## src/design/jps_pkg.sv

```systemverilog
// ----------------------------------------------------------------------------
// jps_pkg
// Shared types and codes for the Jaya population step block.
// ----------------------------------------------------------------------------
package jps_pkg;

   // request function codes
   localparam logic [1:0] FUNC_LOAD = 2'd0;
   localparam logic [1:0] FUNC_ITER = 2'd1;
   localparam logic [1:0] FUNC_READ = 2'd2;

   // configuration register indexes
   localparam logic CSR_POP_SIZE  = 1'b0;
   localparam logic CSR_VAR_COUNT = 1'b1;

   // population row select
   localparam logic [1:0] ROW_CNT   = 2'd0;
   localparam logic [1:0] ROW_BEST  = 2'd1;
   localparam logic [1:0] ROW_WORST = 2'd2;
   localparam logic [1:0] ROW_REQ   = 2'd3;

   localparam logic [62:0] COST_MAX = {63{1'b1}};

   typedef struct packed {
      logic       accept;
      logic       pop_rd;
      logic       trial_rd;
      logic       pop_wr;
      logic       trial_wr;
      logic       wr_copy;
      logic [1:0] row_sel;
      logic       col_req;
      logic       rv_cap;
      logic       sq_cap;
      logic       sq_cap_t;
      logic       acc_clr;
      logic       acc_add;
      logic       cost_rd;
      logic       cost_wr;
      logic       bw_upd;
      logic       bw_first;
      logic       x_cap;
      logic       bx_cap;
      logic       wx_cap;
      logic       mul;
      logic       sum;
      logic       ce_cap;
      logic       rank_cmp;
      logic       f_lt_e;
      logic       keep_upd;
      logic       low_clr;
      logic       low_fin;
   } jps_cmd_type;

   typedef struct packed {
      logic [1:0] func;
      logic       oob;
      logic       kept;
   } jps_sts_type;

   typedef struct packed {
      logic signed [31:0] read_value;
      logic [62:0]        member_cost;
      logic [62:0]        best_cost;
      logic               status;
   } jps_res_type;

endpackage

```

## src/design/jps_ctrl.sv

```systemverilog
// ----------------------------------------------------------------------------
// jps_ctrl
// Sequencer: walks rows and columns for scoring, trial update, ranking and
// row copy, and drives the datapath commands.
// ----------------------------------------------------------------------------
module jps_ctrl
   import jps_pkg::*;
#(
   parameter int POP_MAX = 64,
   parameter int VAR_MAX = 32
) (
   input  logic                                 clock,
   input  logic                                 reset,
   input  logic                                 req_valid,
   input  logic                                 rsp_free,
   input  logic [$clog2(POP_MAX+1)-1:0]         psize,
   input  logic [$clog2(VAR_MAX+1)-1:0]         nvar,
   input  jps_sts_type                          sts,
   output jps_cmd_type                          cmd,
   output logic [$clog2(POP_MAX)-1:0]           cnt_row,
   output logic [(VAR_MAX > 1 ? $clog2(VAR_MAX) : 1)-1:0] cnt_col,
   output logic [$clog2(POP_MAX):0]             cost_addr,
   output logic                                 busy,
   output logic                                 finish
);

   localparam int PW  = $clog2(POP_MAX);
   localparam int VW  = VAR_MAX > 1 ? $clog2(VAR_MAX) : 1;
   localparam int PCW = $clog2(POP_MAX + 1);
   localparam int NCW = $clog2(VAR_MAX + 1);
   localparam int EW  = $clog2(2 * POP_MAX + 1);

   localparam logic [4:0] S_IDLE   = 5'd0;
   localparam logic [4:0] S_DISP   = 5'd1;
   localparam logic [4:0] S_LR_RD  = 5'd2;
   localparam logic [4:0] S_SC_RD  = 5'd3;
   localparam logic [4:0] S_SC_SQ  = 5'd4;
   localparam logic [4:0] S_SC_ACC = 5'd5;
   localparam logic [4:0] S_SC_END = 5'd6;
   localparam logic [4:0] S_TR_X   = 5'd7;
   localparam logic [4:0] S_TR_B   = 5'd8;
   localparam logic [4:0] S_TR_W   = 5'd9;
   localparam logic [4:0] S_TR_M   = 5'd10;
   localparam logic [4:0] S_TR_MUL = 5'd11;
   localparam logic [4:0] S_TR_SUM = 5'd12;
   localparam logic [4:0] S_TR_WR  = 5'd13;
   localparam logic [4:0] S_TR_ACC = 5'd14;
   localparam logic [4:0] S_TR_END = 5'd15;
   localparam logic [4:0] S_RK_E   = 5'd16;
   localparam logic [4:0] S_RK_CE  = 5'd17;
   localparam logic [4:0] S_RK_F   = 5'd18;
   localparam logic [4:0] S_RK_CMP = 5'd19;
   localparam logic [4:0] S_RK_DEC = 5'd20;
   localparam logic [4:0] S_CP_RD  = 5'd21;
   localparam logic [4:0] S_CP_WR  = 5'd22;
   localparam logic [4:0] S_FIN    = 5'd23;
   localparam logic [4:0] S_DONE   = 5'd24;

   logic [4:0]     state_ff, state_in;
   logic [PCW-1:0] i_ff, i_in, k_ff, k_in;
   logic [NCW-1:0] j_ff, j_in;
   logic [EW-1:0]  e_ff, e_in, f_ff, f_in;
   logic           lr_ff, lr_in;

   logic           j_last, v_last, i_last, e_last, f_last, e_old, f_old;
   logic [15:0]    two_p;
   logic [EW-1:0]  e_sub, f_sub;
   logic [PW-1:0]  e_row;
   logic [PW:0]    e_addr, f_addr;

   assign two_p  = 16'(psize) + 16'(psize);
   assign j_last = (16'(j_ff) + 16'd1) == 16'(nvar);
   assign v_last = (16'(j_ff) + 16'd1) == 16'(VAR_MAX);
   assign i_last = (16'(i_ff) + 16'd1) == 16'(psize);
   assign e_last = (16'(e_ff) + 16'd1) == two_p;
   assign f_last = (16'(f_ff) + 16'd1) == two_p;
   assign e_old  = 16'(e_ff) < 16'(psize);
   assign f_old  = 16'(f_ff) < 16'(psize);
   assign e_sub  = e_ff - EW'(psize);
   assign f_sub  = f_ff - EW'(psize);
   assign e_row  = e_old ? e_ff[PW-1:0] : e_sub[PW-1:0];
   assign e_addr = e_old ? {1'b0, e_ff[PW-1:0]} : {1'b1, e_sub[PW-1:0]};
   assign f_addr = f_old ? {1'b0, f_ff[PW-1:0]} : {1'b1, f_sub[PW-1:0]};

   assign cnt_col = j_ff[VW-1:0];
   assign busy    = state_ff != S_IDLE;
   assign finish  = (state_ff == S_DONE) && rsp_free;

   always_comb begin
      case (state_ff)
         S_CP_RD: cnt_row = e_row;
         S_CP_WR: cnt_row = k_ff[PW-1:0];
         default: cnt_row = i_ff[PW-1:0];
      endcase
   end

   always_comb begin
      case (state_ff)
         S_SC_END: cost_addr = {1'b0, i_ff[PW-1:0]};
         S_TR_END: cost_addr = {1'b1, i_ff[PW-1:0]};
         S_RK_F:   cost_addr = f_addr;
         default:  cost_addr = e_addr;
      endcase
   end

   always_comb begin
      state_in = state_ff;
      i_in     = i_ff;
      j_in     = j_ff;
      e_in     = e_ff;
      f_in     = f_ff;
      k_in     = k_ff;
      lr_in    = lr_ff;
      cmd      = '0;
      cmd.f_lt_e = f_ff < e_ff;
      case (state_ff)
         S_IDLE: begin
            if (req_valid) begin
               cmd.accept = 1'b1;
               j_in       = '0;
               state_in   = S_DISP;
            end
         end
         S_DISP: begin
            cmd.acc_clr = 1'b1;
            j_in        = '0;
            i_in        = '0;
            case (sts.func)
               FUNC_LOAD: begin
                  lr_in = 1'b1;
                  if (sts.oob) begin
                     state_in = S_DONE;
                  end else begin
                     cmd.pop_wr  = 1'b1;
                     cmd.row_sel = ROW_REQ;
                     cmd.col_req = 1'b1;
                     state_in    = S_SC_RD;
                  end
               end
               FUNC_READ: begin
                  lr_in = 1'b1;
                  if (sts.oob) begin
                     state_in = S_DONE;
                  end else begin
                     cmd.pop_rd  = 1'b1;
                     cmd.row_sel = ROW_REQ;
                     cmd.col_req = 1'b1;
                     state_in    = S_LR_RD;
                  end
               end
               FUNC_ITER: begin
                  lr_in       = 1'b0;
                  cmd.low_clr = 1'b1;
                  state_in    = S_SC_RD;
               end
               default: begin
                  state_in = S_DONE;
               end
            endcase
         end
         S_LR_RD: begin
            cmd.rv_cap = 1'b1;
            state_in   = S_SC_RD;
         end
         S_SC_RD: begin
            cmd.pop_rd  = 1'b1;
            cmd.row_sel = lr_ff ? ROW_REQ : ROW_CNT;
            state_in    = S_SC_SQ;
         end
         S_SC_SQ: begin
            cmd.sq_cap = 1'b1;
            state_in   = S_SC_ACC;
         end
         S_SC_ACC: begin
            cmd.acc_add = 1'b1;
            if (j_last) begin
               state_in = S_SC_END;
            end else begin
               j_in     = j_ff + NCW'(1);
               state_in = S_SC_RD;
            end
         end
         S_SC_END: begin
            if (lr_ff) begin
               state_in = S_DONE;
            end else begin
               cmd.cost_wr  = 1'b1;
               cmd.bw_upd   = 1'b1;
               cmd.bw_first = i_ff == '0;
               cmd.acc_clr  = 1'b1;
               j_in         = '0;
               if (i_last) begin
                  i_in     = '0;
                  state_in = S_TR_X;
               end else begin
                  i_in     = i_ff + PCW'(1);
                  state_in = S_SC_RD;
               end
            end
         end
         S_TR_X: begin
            cmd.pop_rd = 1'b1;
            state_in   = S_TR_B;
         end
         S_TR_B: begin
            cmd.x_cap   = 1'b1;
            cmd.pop_rd  = 1'b1;
            cmd.row_sel = ROW_BEST;
            state_in    = S_TR_W;
         end
         S_TR_W: begin
            cmd.bx_cap  = 1'b1;
            cmd.pop_rd  = 1'b1;
            cmd.row_sel = ROW_WORST;
            state_in    = S_TR_M;
         end
         S_TR_M: begin
            cmd.wx_cap = 1'b1;
            state_in   = S_TR_MUL;
         end
         S_TR_MUL: begin
            cmd.mul  = 1'b1;
            state_in = S_TR_SUM;
         end
         S_TR_SUM: begin
            cmd.sum  = 1'b1;
            state_in = S_TR_WR;
         end
         S_TR_WR: begin
            cmd.trial_wr = 1'b1;
            cmd.sq_cap_t = 1'b1;
            state_in     = S_TR_ACC;
         end
         S_TR_ACC: begin
            cmd.acc_add = 1'b1;
            if (j_last) begin
               state_in = S_TR_END;
            end else begin
               j_in     = j_ff + NCW'(1);
               state_in = S_TR_X;
            end
         end
         S_TR_END: begin
            cmd.cost_wr = 1'b1;
            cmd.acc_clr = 1'b1;
            j_in        = '0;
            if (i_last) begin
               i_in     = '0;
               e_in     = '0;
               k_in     = '0;
               state_in = S_RK_E;
            end else begin
               i_in     = i_ff + PCW'(1);
               state_in = S_TR_X;
            end
         end
         S_RK_E: begin
            cmd.cost_rd = 1'b1;
            state_in    = S_RK_CE;
         end
         S_RK_CE: begin
            cmd.ce_cap = 1'b1;
            f_in       = '0;
            state_in   = S_RK_F;
         end
         S_RK_F: begin
            cmd.cost_rd = 1'b1;
            state_in    = S_RK_CMP;
         end
         S_RK_CMP: begin
            cmd.rank_cmp = 1'b1;
            if (f_last) begin
               state_in = S_RK_DEC;
            end else begin
               f_in     = f_ff + EW'(1);
               state_in = S_RK_F;
            end
         end
         S_RK_DEC: begin
            if (sts.kept) begin
               cmd.keep_upd = 1'b1;
               j_in         = '0;
               state_in     = S_CP_RD;
            end else if (e_last) begin
               state_in = S_FIN;
            end else begin
               e_in     = e_ff + EW'(1);
               state_in = S_RK_E;
            end
         end
         // move the whole row, all VAR_MAX columns
         S_CP_RD: begin
            cmd.pop_rd   = e_old;
            cmd.trial_rd = !e_old;
            state_in     = S_CP_WR;
         end
         S_CP_WR: begin
            cmd.pop_wr  = 1'b1;
            cmd.wr_copy = 1'b1;
            if (!v_last) begin
               j_in     = j_ff + NCW'(1);
               state_in = S_CP_RD;
            end else begin
               k_in = k_ff + PCW'(1);
               if (e_last) begin
                  state_in = S_FIN;
               end else begin
                  e_in     = e_ff + EW'(1);
                  state_in = S_RK_E;
               end
            end
         end
         S_FIN: begin
            cmd.low_fin = 1'b1;
            state_in    = S_DONE;
         end
         S_DONE: begin
            if (rsp_free) begin
               state_in = S_IDLE;
            end
         end
         default: begin
            state_in = S_IDLE;
         end
      endcase
   end

   always_ff @(posedge clock) begin
      if (reset) begin
         state_ff <= S_IDLE;
      end else begin
         state_ff <= state_in;
      end
      i_ff  <= i_in;
      j_ff  <= j_in;
      e_ff  <= e_in;
      f_ff  <= f_in;
      k_ff  <= k_in;
      lr_ff <= lr_in;
   end

`ifndef SYNTH
   a_col_range: assert property (@(posedge clock) disable iff (reset)
      (state_ff == S_SC_RD || state_ff == S_TR_X) |-> 16'(j_ff) < 16'(nvar))
      else $error("column counter beyond variable count");

   a_rank_range: assert property (@(posedge clock) disable iff (reset)
      (state_ff == S_RK_F || state_ff == S_RK_CMP) |-> 16'(f_ff) < two_p)
      else $error("rank scan beyond combined population");

   a_keep_range: assert property (@(posedge clock) disable iff (reset)
      state_ff == S_CP_RD |-> 16'(k_ff) < 16'(psize))
      else $error("more rows kept than population size");

   a_accept: assert property (@(posedge clock) disable iff (reset)
      (state_ff == S_IDLE && req_valid) |=> state_ff == S_DISP)
      else $error("accepted request not dispatched");
`endif

endmodule

```

## config.mk

```make
export PLATFORM = sky130hd
export DESIGN_NAME = jps_ctrl
export DESIGN_NICKNAME = d
export VERILOG_FILES = /design/src/design/jps_pkg.sv /design/src/design/jps_ctrl.sv
export SDC_FILE = /design/constraint.sdc
export NUM_CORES = 1
export LEC_CHECK = 0
export BUFFER_PORTS_ARGS = -buffer_cell sky130_fd_sc_hd__clkbuf_2
export CORE_ASPECT_RATIO = 0.75
export CORE_MARGIN = 10
export CORE_UTILIZATION = 50
export CTS_CLUSTER_DIAMETER = 30
export DETAILED_ROUTE_END_ITERATION = 16
export GPL_ROUTABILITY_DRIVEN = 0
export GPL_TIMING_DRIVEN = 0
export HOLD_SLACK_MARGIN = 0.1
export PLACE_DENSITY = 0.75
export SETUP_SLACK_MARGIN = 0.1
export SYNTH_ARGS = -nofsm -noshare
export SYNTH_HDL_FRONTEND = slang
export SYNTH_SLANG_ARGS = --single-unit
```

## constraint.sdc

```tcl
create_clock -name clock -period 3 [get_ports clock]
set_clock_uncertainty 0.1 [all_clocks]
set_input_delay 0.3 -clock clock [delete_from_list [all_inputs] [get_ports clock]]
set_output_delay 0.3 -clock clock [all_outputs]
set_load 0.005 [all_outputs]
```

# Yosys cells after proc, flatten, opt, wreduce, memory -nomap -nowiden
# Index checks and enable logic that the tools add are counted.
word_totals:
  register_bits: 42
  output_inout_bits: 49
classes:
  addsub: 12
  n_lt_le_gt_ge: 3
  n_eq_ne: 41
  mux: 76
  reduce_logical: 24
ops:
  columns: ["cell", "count"]
  rows:
  - ["one-hot mux 5 bit (25 select lines)", 1]
  - ["== test 5 bit, second input constant", 9]
  - ["two-way mux 7 bit", 6]
  - ["one-hot mux 7 bit (3 select lines)", 2]
  - ["== test 5 x 4 -> 1 bit, second input constant", 8]
  - ["two-way mux 5 bit", 8]
  - ["two-way mux 8 bit", 5]
  - ["two-way mux 6 bit", 6]
  - ["one-hot mux 6 bit (6 select lines)", 1]
  - ["two-way mux 1 bit", 26]
  - ["one-hot mux 8 bit (3 select lines)", 1]
  - ["two-way mux 3 bit", 7]
  - ["== test 5 x 3 -> 1 bit, second input constant", 4]
  - ["inequality test 2 bit, second input constant", 10]
  - ["adder 8 x 1 -> 9 bit, second input constant", 2]
  - ["== test 9 x 8 -> 1 bit", 2]
  - ["adder 8 x 1 -> 8 bit, second input constant", 2]
  - ["== test 16 x 6 -> 1 bit", 1]
  - ["less-than comparator 8 x 7 -> 1 bit", 2]
  - ["one-hot mux 8 bit (2 select lines)", 1]
  - ["one-hot mux 5 bit (3 select lines)", 1]
  - ["adder 7 x 1 -> 7 bit, second input constant", 2]
  - ["one-hot mux 7 bit (2 select lines)", 1]
  - ["one-hot mux 6 bit (2 select lines)", 1]
  - ["other kinds (32)", 47]

# Depth between registers and ports, before layout
# Gate-level depths: netlist of run 1.
depth:
  depth_word: 5
  depth_mapped: 12
  mapped_depth_nobuf: 11

# Worst setup path before layout of run 1
# Ideal clock, no wire load.
synth_timing:
  path_kind: "register to register"
  from: "register j_ff[0]"
  to: "register j_ff[0], enable pin"
  setup_ns: 0.405
  arrival_ns: 2.417
  required_ns: 2.495
  path_slack_ns: 0.078
  stages_incl_launch_ff: 7
  path_buffers: 0
  cell_sequence: "edfxtp_1 > ha_1 > nand2_1 > a31oi_1 > o311ai_0 > nor3_1 > a2111oi_0"
synth_via:
  elab_chain_cells: 4
  word_cells_on_any_way: 6
  classes_between: "add/sub: 1; eq/ne: 4; reduce/logical: 1"
synth_rtl:
  columns: ["item", "line", "text"]
  rows:
  - ["start: declaration", "jps_ctrl.sv:61", "logic [NCW-1:0] j_ff, j_in;"]
  - ["start signal: assignment", "jps_ctrl.sv:335", "j_ff <= j_in;"]
  - ["adder 6 x 1 -> 7 bit *", "jps_ctrl.sv:72, jps_ctrl.sv:73", null]
  - ["== test 16 x 6 -> 1 bit or == test 7 x 6 -> 1 bit (tied branches)", "jps_ctrl.sv:72, jps_ctrl.sv:73", null]
  - ["inequality test 2 bit (no source line)", null, null]
  - ["AND reduction 6 bit (no source line) *", null, null]
# Mark *: on every way between the ends. The rest lies on a longest branch, timed or not.
# A chain may end at the register's enable or synchronous reset.

# Worst setup path after layout of run 1
layout_timing:
  from: "register e_ff[0]"
  to: "output cost_addr[5]"
layout_via:
  elab_chain_cells: 3
  word_cells_on_any_way: 4
  classes_between: "add/sub: 1; order compare: 1; mux: 2"
layout_rtl:
  columns: ["item", "line", "text"]
  rows:
  - ["start: declaration", "jps_ctrl.sv:62", "logic [EW-1:0] e_ff, e_in, f_ff, f_in;"]
  - ["start signal: assignment", "jps_ctrl.sv:336", "e_ff <= e_in;"]
  - ["less-than comparator 8 x 7 -> 1 bit or subtractor 6 bit (tied branches)", "jps_ctrl.sv:77, jps_ctrl.sv:79", null]
  - ["two-way mux 7 bit *", "jps_ctrl.sv:82", "assign e_addr = e_old ? {1'b0, e_ff[PW-1:0]} : {1'b1, e_sub[PW-1:0]};"]
  - ["one-hot mux 7 bit (3 select lines) *", "jps_ctrl.sv:98", "case (state_ff)"]
  - ["end: declaration", "jps_ctrl.sv:22", "output logic [$clog2(POP_MAX):0] cost_addr,"]
# Marked as above.

==> flow_metrics.env, run 1 <==
export IMPL_path_cells="inv_2, ha_4, inv_2, fa_2, a21o_1, a21o_1, a21oi_2, o21ai_4, buf_4, nor2_4, a31oi_4, o211ai_1, buf_2"
export IMPL_synthAdderAreaFrac=0.09118
export IMPL_cts_sinks=41
export IMPL_grt_pass1_vias=4012
export IMPL_final_hold_viol_count=0
export IMPL_multi_input_area_um2=2943
export IMPL_min_path_cells=2
export IMPL_synth_compound_area_frac=0.1803
export IMPL_grt_total_usage=0.1986
export IMPL_p_seq_frac=0.308
export IMPL_slew_headroom=0.4590
export IMPL_synth_edf_count=36
export IMPL_hold_path_class="in -> reg"
export IMPL_rows=28
export IMPL_syn_avg_cell_area_um2=8.222
export IMPL_rr_worst_depth=11
export IMPL_synth_xor_area_frac=0.1129
export IMPL_via_per_inst=6.079
export IMPL_synth_cell_types=68
export IMPL_r2r_start="e_ff[1]"
export IMPL_final_util=0.6479
export IMPL_first_iter_violations=372
export IMPL_fp_dieW_um=125.1
export IMPL_intPower_mw=1.623
export IMPL_required_ps=2600
export IMPL_cts_tree="yes"
export IMPL_dpl_hpwl_um=9821
export IMPL_worst_pin_slew_ps=805.3
export IMPL_area_delta_synth_final_pct=24.88
export IMPL_yosys_warnings=0
export IMPL_drc=0
export IMPL_cp_end_kind="output port"
export IMPL_portBuffers=67
export IMPL_synth_top_area_frac=0.2609
export IMPL_rrSetupSlack_ps=130
export IMPL_crit_type="reg -> out"
export IMPL_cpLargestDelayFamily="compound AO/OA/AOI/OAI gates"
export IMPL_core_area_um2=7988
export IMPL_grt_max_degree=15
export IMPL_crit_buf_inv=4
export IMPL_path_clk_slew_ps=100
export IMPL_seqCellArea_um2=1181
export IMPL_ant_nets=0
export IMPL_violations="setup timing"
export IMPL_vias=4310
export IMPL_timing_final_ws_setup_ps=-182.3
export IMPL_startpoint_type="flip-flop"
export IMPL_synth_top_family_by_area="simple AND/OR/NAND/NOR gates"
export IMPL_cts_buffers=5
export IMPL_cts_hold_buf=0
export IMPL_cp_max_fo=6
export IMPL_die_area_um2=12370
export IMPL_grt_pass1_wl_um=20690
export IMPL_p_switching_mw=1.235
export IMPL_crit_arrival_ps=2780
export IMPL_swShare=0.4320
export IMPL_yosysSeqAreaShare=0.2850
export IMPL_clkLatencyLatePin_ps=310
export IMPL_cap_violations=0
export IMPL_synthFlopType="edfxtp_1"
export IMPL_wirelength_um=13250
export IMPL_synth_mux_area_frac=0.01963
export IMPL_grt_setup_unrepaired="true"
export IMPL_initial_utilization=0.5188
export IMPL_holdCritStartpoint="reset"
export IMPL_syn_nets=554
export IMPL_nets=652
export IMPL_maxSlewViolCount=0
export IMPL_fillers=671
export IMPL_final_cell_mix="clkbuf_2, nor2_1, nand2_1, edfxtp_1"
export IMPL_pin_count=70
export IMPL_finalCritPeriodShare=1.061
export IMPL_antenna_found_initial=0
export IMPL_setup_violations=12
export IMPL_synth_cells=504
export IMPL_power_leakage_nw=2.178
export IMPL_synth_area_leaders="edfxtp_1, ha_1, xnor2_1"
export IMPL_period_needed_ps=3182
export IMPL_slowest_delay_ps=440
export IMPL_slowest_stage="edfxtp_1"
export IMPL_fp_dieH_um=98.84
export IMPL_synth_area_um2=4144
export IMPL_ir_drop_mv=0.3463
export IMPL_drive_gt1_frac=0.2653
export IMPL_synth_largest_area_cell="edfxtp_1"
export IMPL_avgRoutedWirePerCell_um=18.69
export IMPL_grt_overflow=0
export IMPL_whs_endpoint="state_ff[3]"
export IMPL_power_density_nw_per_um2=552.2
export IMPL_layout_commonest_cell="clkbuf_2"
export IMPL_synthSimpleGateAreaFrac=0.2482
export IMPL_fmax_mhz=314.2
export IMPL_ys_seq_elements=41
export IMPL_cts_root_buf="clkbuf_8"
export IMPL_htree_num_levels=2
export IMPL_status="finished, violations left"
export IMPL_clk_path_buf_depth=2
export IMPL_rr_endpoint="state_ff[0]"
export IMPL_whs_ps=116.0
export IMPL_drt_pass1_iter_count=5
export IMPL_pwr_share_comb=0.525
export IMPL_clkPwrFrac=0.166
export IMPL_synthArstFlopShare=0
[per-layer routing]
metal  share of wire  global-route usage
met1            0.42              0.2665
met2            0.45              0.3078
met3            0.11             0.04818
met4           0.023             0.06007
met5               0                   0
[sequential cells by signal (all words and copies together), names as in the netlist]
register and cells:
state_ff 5, lr_ff 1, k_ff 6, j_ff 6, i_ff 7, e_ff 8
f_ff 8
[power by group through the flow]
| stage | Sequential (mW) | Clock, mW | Combinational [mW] |
|---|---|---|---|
| 2_1_floorplan | 0.856 | 0 | 0.969 |
| 3_3_place_gp | 0.889 | 0 | 1.35 |
| 3_5_place_dp | 0.894 | 0 | 1.38 |
| 4_1_cts | 0.879 | 0.479 | 1.45 |
| 5_1_grt | 0.898 | 0.498 | 1.65 |
| 6_report | 0.882 | 0.474 | 1.50 |
[synthesized netlist by cell type, drive strengths merged, types with 15 or more instances]
cell type and n:
buf 15, nor3 15, nor2 59, nand3 17, o21ai 28, xnor2 29, inv 29, xor2 21
a21oi 21, nand2 46, edfxtp 36, ha 27
[cell type report]
cell class                      count  share of cell area
Tap cell                          105             0.02539
Inverter                           30             0.02176
Buffer                             28             0.03095
Multi-Input combinational cell    405              0.5687
Timing Repair Buffer               91              0.1023
Clock inverter                      3            0.008946
Clock buffer                        5             0.01330
Sequential cell                    41              0.2282
Antenna cell                        1           0.0004836
[through the flow]
stage / TNS, ps / power (mW) / instances / cell area, um2 / setup slack [ps]
2_1_floorplan: 0 / 1.825 / 504 / 4145 / 132.2
3_3_place_gp: -9572 / 2.235 / 676 / 4612 / -653.6
3_5_place_dp: -11350 / 2.272 / 676 / 4612 / -766.2
4_1_cts: -458.1 / 2.807 / 697 / 5025 / -112.6
5_1_grt: -2384 / 3.041 / 708 / 5172 / -266.5
6_report: -1112 / 2.858 / 709 / 5175 / -182.3
[worst register-to-register path, stage by stage (launching register included)]
cell	delay, ps
edfxtp_1	500
buf_4	220
ha_4	250
xnor2_1	200
nand2_1	100
or4_4	450
a211oi_4	310
buf_4	190
buf_4	110
and2b_1	140
nor4_2	60
a31oi_1	170
[worst max-delay path by stage]
| stage | start | to | cells past startpoint |
|---|---|---|---|
| 2_1_floorplan | i_ff[0] | e_ff[0] | 9 |
| 3_3_place_gp | i_ff[0] | e_ff[3] | 9 |
| 3_5_place_dp | i_ff[0] | e_ff[3] | 9 |
| 4_1_cts | e_ff[0] | cost_addr[1] | 12 |
| 5_1_grt | e_ff[0] | cost_addr[1] | 12 |
| 6_report | e_ff[0] | cost_addr[5] | 13 |
[logic make-up (layout without fill, tap and decap cells)]
logic type | count (synthesis) | after routing
AOI/OAI and AO/OA | 112 | 112
adders and majority gates | 29 | 29
and+or+nand+nor | 205 | 205
muxes | 8 | 8
buffers and inverters | 58 | 157
xor gates and xnor gates | 51 | 51
DFF | 41 | 41
other | 0 | 1
[timing repair]
item,in CTS,in global routing
pin swaps,12,8
gates resized for setup,50,24
endpoints found under the setup margin,36,36
buffers inserted,12,12
gates cloned,1,1
(Power assumes the default switching activity.)
==> run 2, diff against run 1 <==
--- a/config.mk
+++ b/config.mk
@@ -10,4 +10,5 @@
 export CORE_MARGIN = 10
 export CORE_UTILIZATION = 50
+export CTS_BUF_LIST = sky130_fd_sc_hd__clkbuf_4 sky130_fd_sc_hd__clkbuf_8
 export CTS_CLUSTER_DIAMETER = 30
 export DETAILED_ROUTE_END_ITERATION = 16
==> constraint.sdc (replaced) <==
create_clock -name clock -period 3 [get_ports clock]
set_clock_uncertainty 0.1 [all_clocks]
set_input_delay 0.75 -clock clock [delete_from_list [all_inputs] [get_ports clock]]
set_output_delay 0.75 -clock clock [all_outputs]
set_load 0.005 [all_outputs]
==> run 2 against run 1 <==
Against the previous run:
- the run still ends with setup timing left
- largest power group unchanged
- sequential share of layout area decreased by 1.7 points
- final area increased by 8.0%
- combinational power grew 13%
- global-route usage rose by 0.93 points
- clock-buffer cell count is the same
- core utilization grew 5.2 points
- critical path type is now in -> out
- register-to-register slack improved by 20 ps
- cell count rose by 1.6%
- critical endpoint is now cost_addr[2]
- hold slack better by 420 ps
- flip-flop and latch count unchanged
- critical path depth decreased by 1
- first-iteration DRC count grew 28%
==> flow_metrics.env, run 2 (same netlist as run 1, synthesis figures left out) <==
export IMPL_portBuffers=67
export IMPL_clkLatencyLatePin_ps=310
export IMPL_grt_setup_unrepaired="true"
export IMPL_crit_type="in -> out"
export IMPL_maxSlewViolCount=0
export IMPL_num_antenna_cells=0
export IMPL_power_density_nw_per_um2=567.5
export IMPL_die_area_um2=12370
export IMPL_timing_final_ws_setup_ps=-629.3
export IMPL_cp_end_kind="output port"
export IMPL_violations="setup timing"
export IMPL_period_needed_ps=3629
export IMPL_critPathLaunch="psize[1]"
export IMPL_antenna_found_initial=0
export IMPL_cts_sinks=41
export IMPL_grt_overflow=0
export IMPL_clk_path_buf_depth=2
export IMPL_required_ps=2150
export IMPL_fin_area_um2=5588
export IMPL_via_per_inst=6.176
export IMPL_grt_total_usage=0.2079
export IMPL_final_hold_viol_count=0
export IMPL_reg_top3="e_ff: 8 flops, f_ff: 8 flops, i_ff: 7 flops"
export IMPL_path_clk_slew_ps=80
export IMPL_crit_arrival_ps=2780
export IMPL_fp_dieH_um=98.84
export IMPL_drt_pass1_iter_count=5
export IMPL_area_delta_synth_final_pct=34.84
export IMPL_pin_count=70
export IMPL_fp_dieW_um=125.1
export IMPL_finalCritPeriodShare=1.210
export IMPL_cts_buffers=5
export IMPL_ir_drop_mv=0.3399
export IMPL_initial_utilization=0.5188
export IMPL_dpl_hpwl_um=10070
export IMPL_grt_busiest_layer="met2"
export IMPL_final_cell_mix="clkbuf_2, nor2_1, nand2_1, buf_4, edfxtp_1"
export IMPL_cts_root_buf="clkbuf_8"
export IMPL_cp_max_fo=7
export IMPL_slew_headroom=0.5505
export IMPL_grt_max_degree=15
export IMPL_vias=4447
export IMPL_htree_num_levels=2
export IMPL_wirelength_um=14180
export IMPL_rows=28
export IMPL_power_leakage_nw=2.335
export IMPL_holdCritStartpoint="state_ff[4]"
export IMPL_dpl_instance_area_um2=4786
export IMPL_drc=0
export IMPL_grt_pass1_wl_um=21490
export IMPL_r2r_start="e_ff[0]"
export IMPL_finalPower_mw=3.171
export IMPL_grt_pass1_vias=4138
export IMPL_layout_commonest_cell="clkbuf_2"
export IMPL_cap_violations=0
export IMPL_hold_path_class="reg -> reg"
export IMPL_status="finished, violations left"
export IMPL_ant_nets=0
export IMPL_use_met1=0.2831
export IMPL_drive_gt1_frac=0.3415
export IMPL_avgRoutedWirePerCell_um=19.69
export IMPL_fmax_mhz=275.5
export IMPL_use_met2=0.3276
export IMPL_startpoint_type="input pin"
export IMPL_setup_violations=16
export IMPL_core_area_um2=7988
export IMPL_nets=664
export IMPL_cts_tree="yes"
export IMPL_met3_usage=0.04176
export IMPL_worst_pin_slew_ps=669.1
export IMPL_first_iter_violations=476
run 2: cell count changes in the layout (fill, tap and decap cells not counted), sizes merged:
cell,delta
buf,+12
diode,-1
bufinv,+1
clkinv,-1
run 2: path summary, 6_finish.rpt:
path	endpoint	slack (ps)	depth (start not counted)
worst max-delay path	cost_addr[2]	-630	12
worst max register to register	e_ff[3]	150	11
worst min register to register	state_ff[4]	540	2
worst min-delay path	state_ff[4]	540	2
run 2: timing repair:
| item | 4_1_cts | 5_1_grt |
|---|---|---|
| endpoints found under the setup margin | 46 | 54 |
| buffers inserted | 19 | 18 |
| pin swaps | 25 | 23 |
| hold buffers | 0 | 0 |
| gates resized for setup | 50 | 50 |
run 2: area by class of cell:
| type | instances | area (um2) |
|---|---|---|
| multi-input combinational | 405 | 3132 |
| fill | 587 | 2400 |
| sequential | 41 | 1182 |
| timing repair buffer | 104 | 689.4 |
| buffer | 27 | 183.9 |
| inverter | 30 | 131.4 |
| tap | 105 | 131.4 |
| clock buffer | 5 | 68.82 |
| clock inverter | 3 | 68.82 |
run 2: through the flow:
step           setup slack, ps  setup TNS (ps)  hold WS [ps]    util  instances
3_3_place_gp            -883.9          -14780         439.3  0.5992        676
2_1_floorplan           -237.1           -1778         409.1       -        504
5_1_grt                 -717.0           -9613         557.5  0.6996        720
3_5_place_dp            -904.8          -15830         443.5  0.5992        676
6_report                -629.3           -8440         538.2  0.6996        720
4_1_cts                 -602.7           -8058         454.6  0.6638        702
run 2: where the power goes:
group,switching (mW),internal (mW),total [mW],leakage [nW]
clock,0.228,0.335,0.564,0.0687
sequential,0.141,0.761,0.903,0.366
combinational,0.978,0.727,1.70,1.90
run 2: critical path: stages:
cell,delay (ps)
clkbuf_16,130
buf_4,150
fa_2,410
nor2b_4,150
o21ai_2,90
nand2b_1,120
a21oi_2,80
o21ai_4,180
buf_12,160
mux2i_4,240
o221ai_2,140
buf_2,160
run 2: per-layer routing:
layer  routed length (um)  vias to the layer above  part of all wire
li1                     -                     2029                 -
met1                 5930                     2118              0.42
met2                 6463                      255              0.46
met3                 1385                       45             0.098
met4                  399                        0             0.028
met5                    0                        -                 0
==> run 3, diff against run 2 <==
ABC_AREA = 1   (was not set)
==> run 3 against run 2 <==
Against the previous run:
- the run still ends with setup timing left
- sequential power rose by 1%
- final area down 1.3%
- flip-flop and latch count unchanged
- total power shrank 10%
- clock-buffer cell count rose by 1
- first-iteration DRC count increased by 31%
- cell count increased by 18%
- synthesized cell count increased by 26%
- highest routed layer unchanged
==> flow_metrics.env, run 3 <==
export IMPL_dpl_cell_count=811
export IMPL_grt_setup_unrepaired="true"
export IMPL_cts_hold_buf=0
export IMPL_synth_area_leaders="edfxtp_1, nand2_1, inv_1"
export IMPL_cts_sinks=41
export IMPL_htree_num_levels=2
export IMPL_route_met2_wl_um=6715
export IMPL_required_ps=2150
export IMPL_topRoutingLayerUsed="met4"
export IMPL_first_iter_violations=623
export IMPL_ant_nets=0
export IMPL_synth_top_area_frac=0.2508
export IMPL_initial_utilization=0.5120
export IMPL_multi_input_area_um2=2945
export IMPL_netlist_top_cells_count="nand2_1, inv_1, nor2_1"
export IMPL_worst_pin_slew_ps=642.2
export IMPL_violations="setup timing"
export IMPL_area_delta_synth_final_pct=28.01
export IMPL_met3_length_um=1524
export IMPL_pin_count=70
export IMPL_antenna_found_initial=0
export IMPL_power_density_nw_per_um2=514.8
export IMPL_seqCellArea_um2=1181
export IMPL_grt_pass1_wl_um=22490
export IMPL_maxSlewViolCount=0
export IMPL_cp_max_fo=4
export IMPL_fmax_mhz=283.7
export IMPL_synth_cell_types=46
export IMPL_fp_dieH_um=100.4
export IMPL_syn_nets=684
export IMPL_power_leakage_nw=2.742
export IMPL_portBuffers=69
export IMPL_synth_most_common_cell="nand2_1"
export IMPL_startpoint_type="input pin"
export IMPL_layout_commonest_cell="nand2_1"
export IMPL_setup_violations=16
export IMPL_yosys_warnings=0
export IMPL_fp_dieW_um=127.2
export IMPL_path_clk_slew_ps=70
export IMPL_ir_drop_mv=0.4141
export IMPL_wirelength_um=14370
export IMPL_drc=0
export IMPL_grt_overflow=0
export IMPL_nets=787
export IMPL_cts_tree="yes"
export IMPL_synthArstFlopShare=0
export IMPL_drt_pass1_iter_count=7
export IMPL_synth_cells=634
export IMPL_cap_violations=0
export IMPL_status="finished, violations left"
export IMPL_ys_seq_elements=41
export IMPL_synth_edf_count=36
export IMPL_timing_final_ws_setup_ps=-525.2
export IMPL_cts_buffers=5
export IMPL_via_per_inst=5.668
export IMPL_avgRoutedWirePerCell_um=16.98
export IMPL_finalCritPeriodShare=1.175
export IMPL_grt_pass1_vias=4545
export IMPL_drive_gt1_frac=0.2940
export IMPL_final_cell_mix="nand2_1, inv_1, nor2_1, nand3_1, clkbuf_2"
export IMPL_hold_path_class="reg -> reg"
export IMPL_synthFlopType="edfxtp_1"
export IMPL_finalPower_mw=2.841
export IMPL_cts_root_buf="clkbuf_8"
export IMPL_drt_met1_wl_um=5932
export IMPL_cp_end_kind="output port"
export IMPL_num_antenna_cells=0
export IMPL_core_area_um2=8418
export IMPL_die_area_um2=12770
export IMPL_crit_arrival_ps=2680
export IMPL_syn_avg_cell_area_um2=6.799
export IMPL_final_hold_viol_count=0
export IMPL_grt_total_usage=0.2115
export IMPL_fin_area_um2=5518
export IMPL_grt_max_degree=13
export IMPL_vias=4795
export IMPL_synth_largest_area_cell="edfxtp_1"
export IMPL_whs_ps=511.7
export IMPL_clk_path_buf_depth=2
export IMPL_clkLatencyLatePin_ps=290
export IMPL_yosysSeqAreaShare=0.2740
export IMPL_crit_type="in -> out"
export IMPL_period_needed_ps=3525
export IMPL_slew_headroom=0.5703
export IMPL_rows=29
export IMPL_reg_top3="e_ff: 8 flops, f_ff: 8 flops, i_ff: 7 flops"
export IMPL_synth_area_um2=4310
export IMPL_dpl_hpwl_um=10900
export IMPL_stdcell_count=846
export IMPL_fin_setup_tns_ps=-6439
export IMPL_dpl_instance_area_um2=4890
export IMPL_fillers=760
-- run 3: cell count changes in the layout (fill, tap and decap cells not counted), sizes merged, moves of 9 or more --
cell and delta:
nand2 +113, inv +72, nand3 +46, nor2 +34
xnor2 -24, clkbuf -18, nand2b -13, nor2b -12
xor2 -12, a21oi +10, or3 -9
-- run 3: kinds of logic after synthesis --
group,Yosys count,synth area share
and+or+nand+nor,346,0.3649
buffers and inverters,116,0.1126
AOI/OAI and AO/OA,86,0.1219
DFF,41,0.2740
adders and majority gates,29,0.08766
xor gates and xnor gates,16,0.03890
-- run 3: worst max-delay path: stages --
cell,delay [ps]
buf_6,110
clkinvlp_4,120
buf_4,160
ha_1,220
a21oi_2,190
nand2_1,90
nand2_2,90
nand2_1,90
a21oi_2,150
xor2_1,270
nand2_4,90
o211ai_1,100
nand3_1,120
buf_2,140
-- run 3: cell type report --
type / count / share of cell area
Clock buffer: 6 / 0.01383
Inverter: 105 / 0.07596
Buffer: 11 / 0.01882
Tap cell: 108 / 0.02449
Sequential cell: 41 / 0.2141
Multi-Input combinational cell: 477 / 0.5338
Clock inverter: 2 / 0.006122
Timing Repair Buffer: 96 / 0.1129
-- run 3: power breakdown --
part	internal (mW)	leakage [nW]	switching, mW
Clock	0.255	0.0563	0.198
Sequential	0.766	0.375	0.148
Combinational	0.572	2.31	0.901
Total	1.59	2.74	1.25
-- run 3: stage by stage --
stage	worst slack, ps	util
6_report	-525.2	0.6555
5_1_grt	-582.3	0.6555
4_1_cts	-498.3	0.6378
3_5_place_dp	-699.6	0.5809
3_3_place_gp	-675.3	0.5809
2_1_floorplan	-13.82	-
-- run 3: path summary, 6_finish.rpt --
kind | start | to | slack (ps) | cells after the start
hold / removal | k_ff[0] | k_ff[0] | 510 | 1
setup reg to reg | i_ff[0] | e_ff[2] | 370 | 12
setup / recovery | psize[1] | cost_addr[5] | -530 | 14
hold reg to reg | k_ff[0] | k_ff[0] | 510 | 1
-- run 3: layer usage --
metal  track usage  vias up
met5             0        -
met4       0.03406        0
met3       0.04423       22
met2        0.3451      251
met1        0.2853     2223
li1              -     2299
-- run 3: timing repair --
item                                    4_1_cts  5_1_grt
endpoints found under the hold margin         0        0
pin swaps                                    14       14
setup buffers                                17        8
gates resized for setup                      49       44
endpoints found under the setup margin       16       18
gates cloned                                  2        0
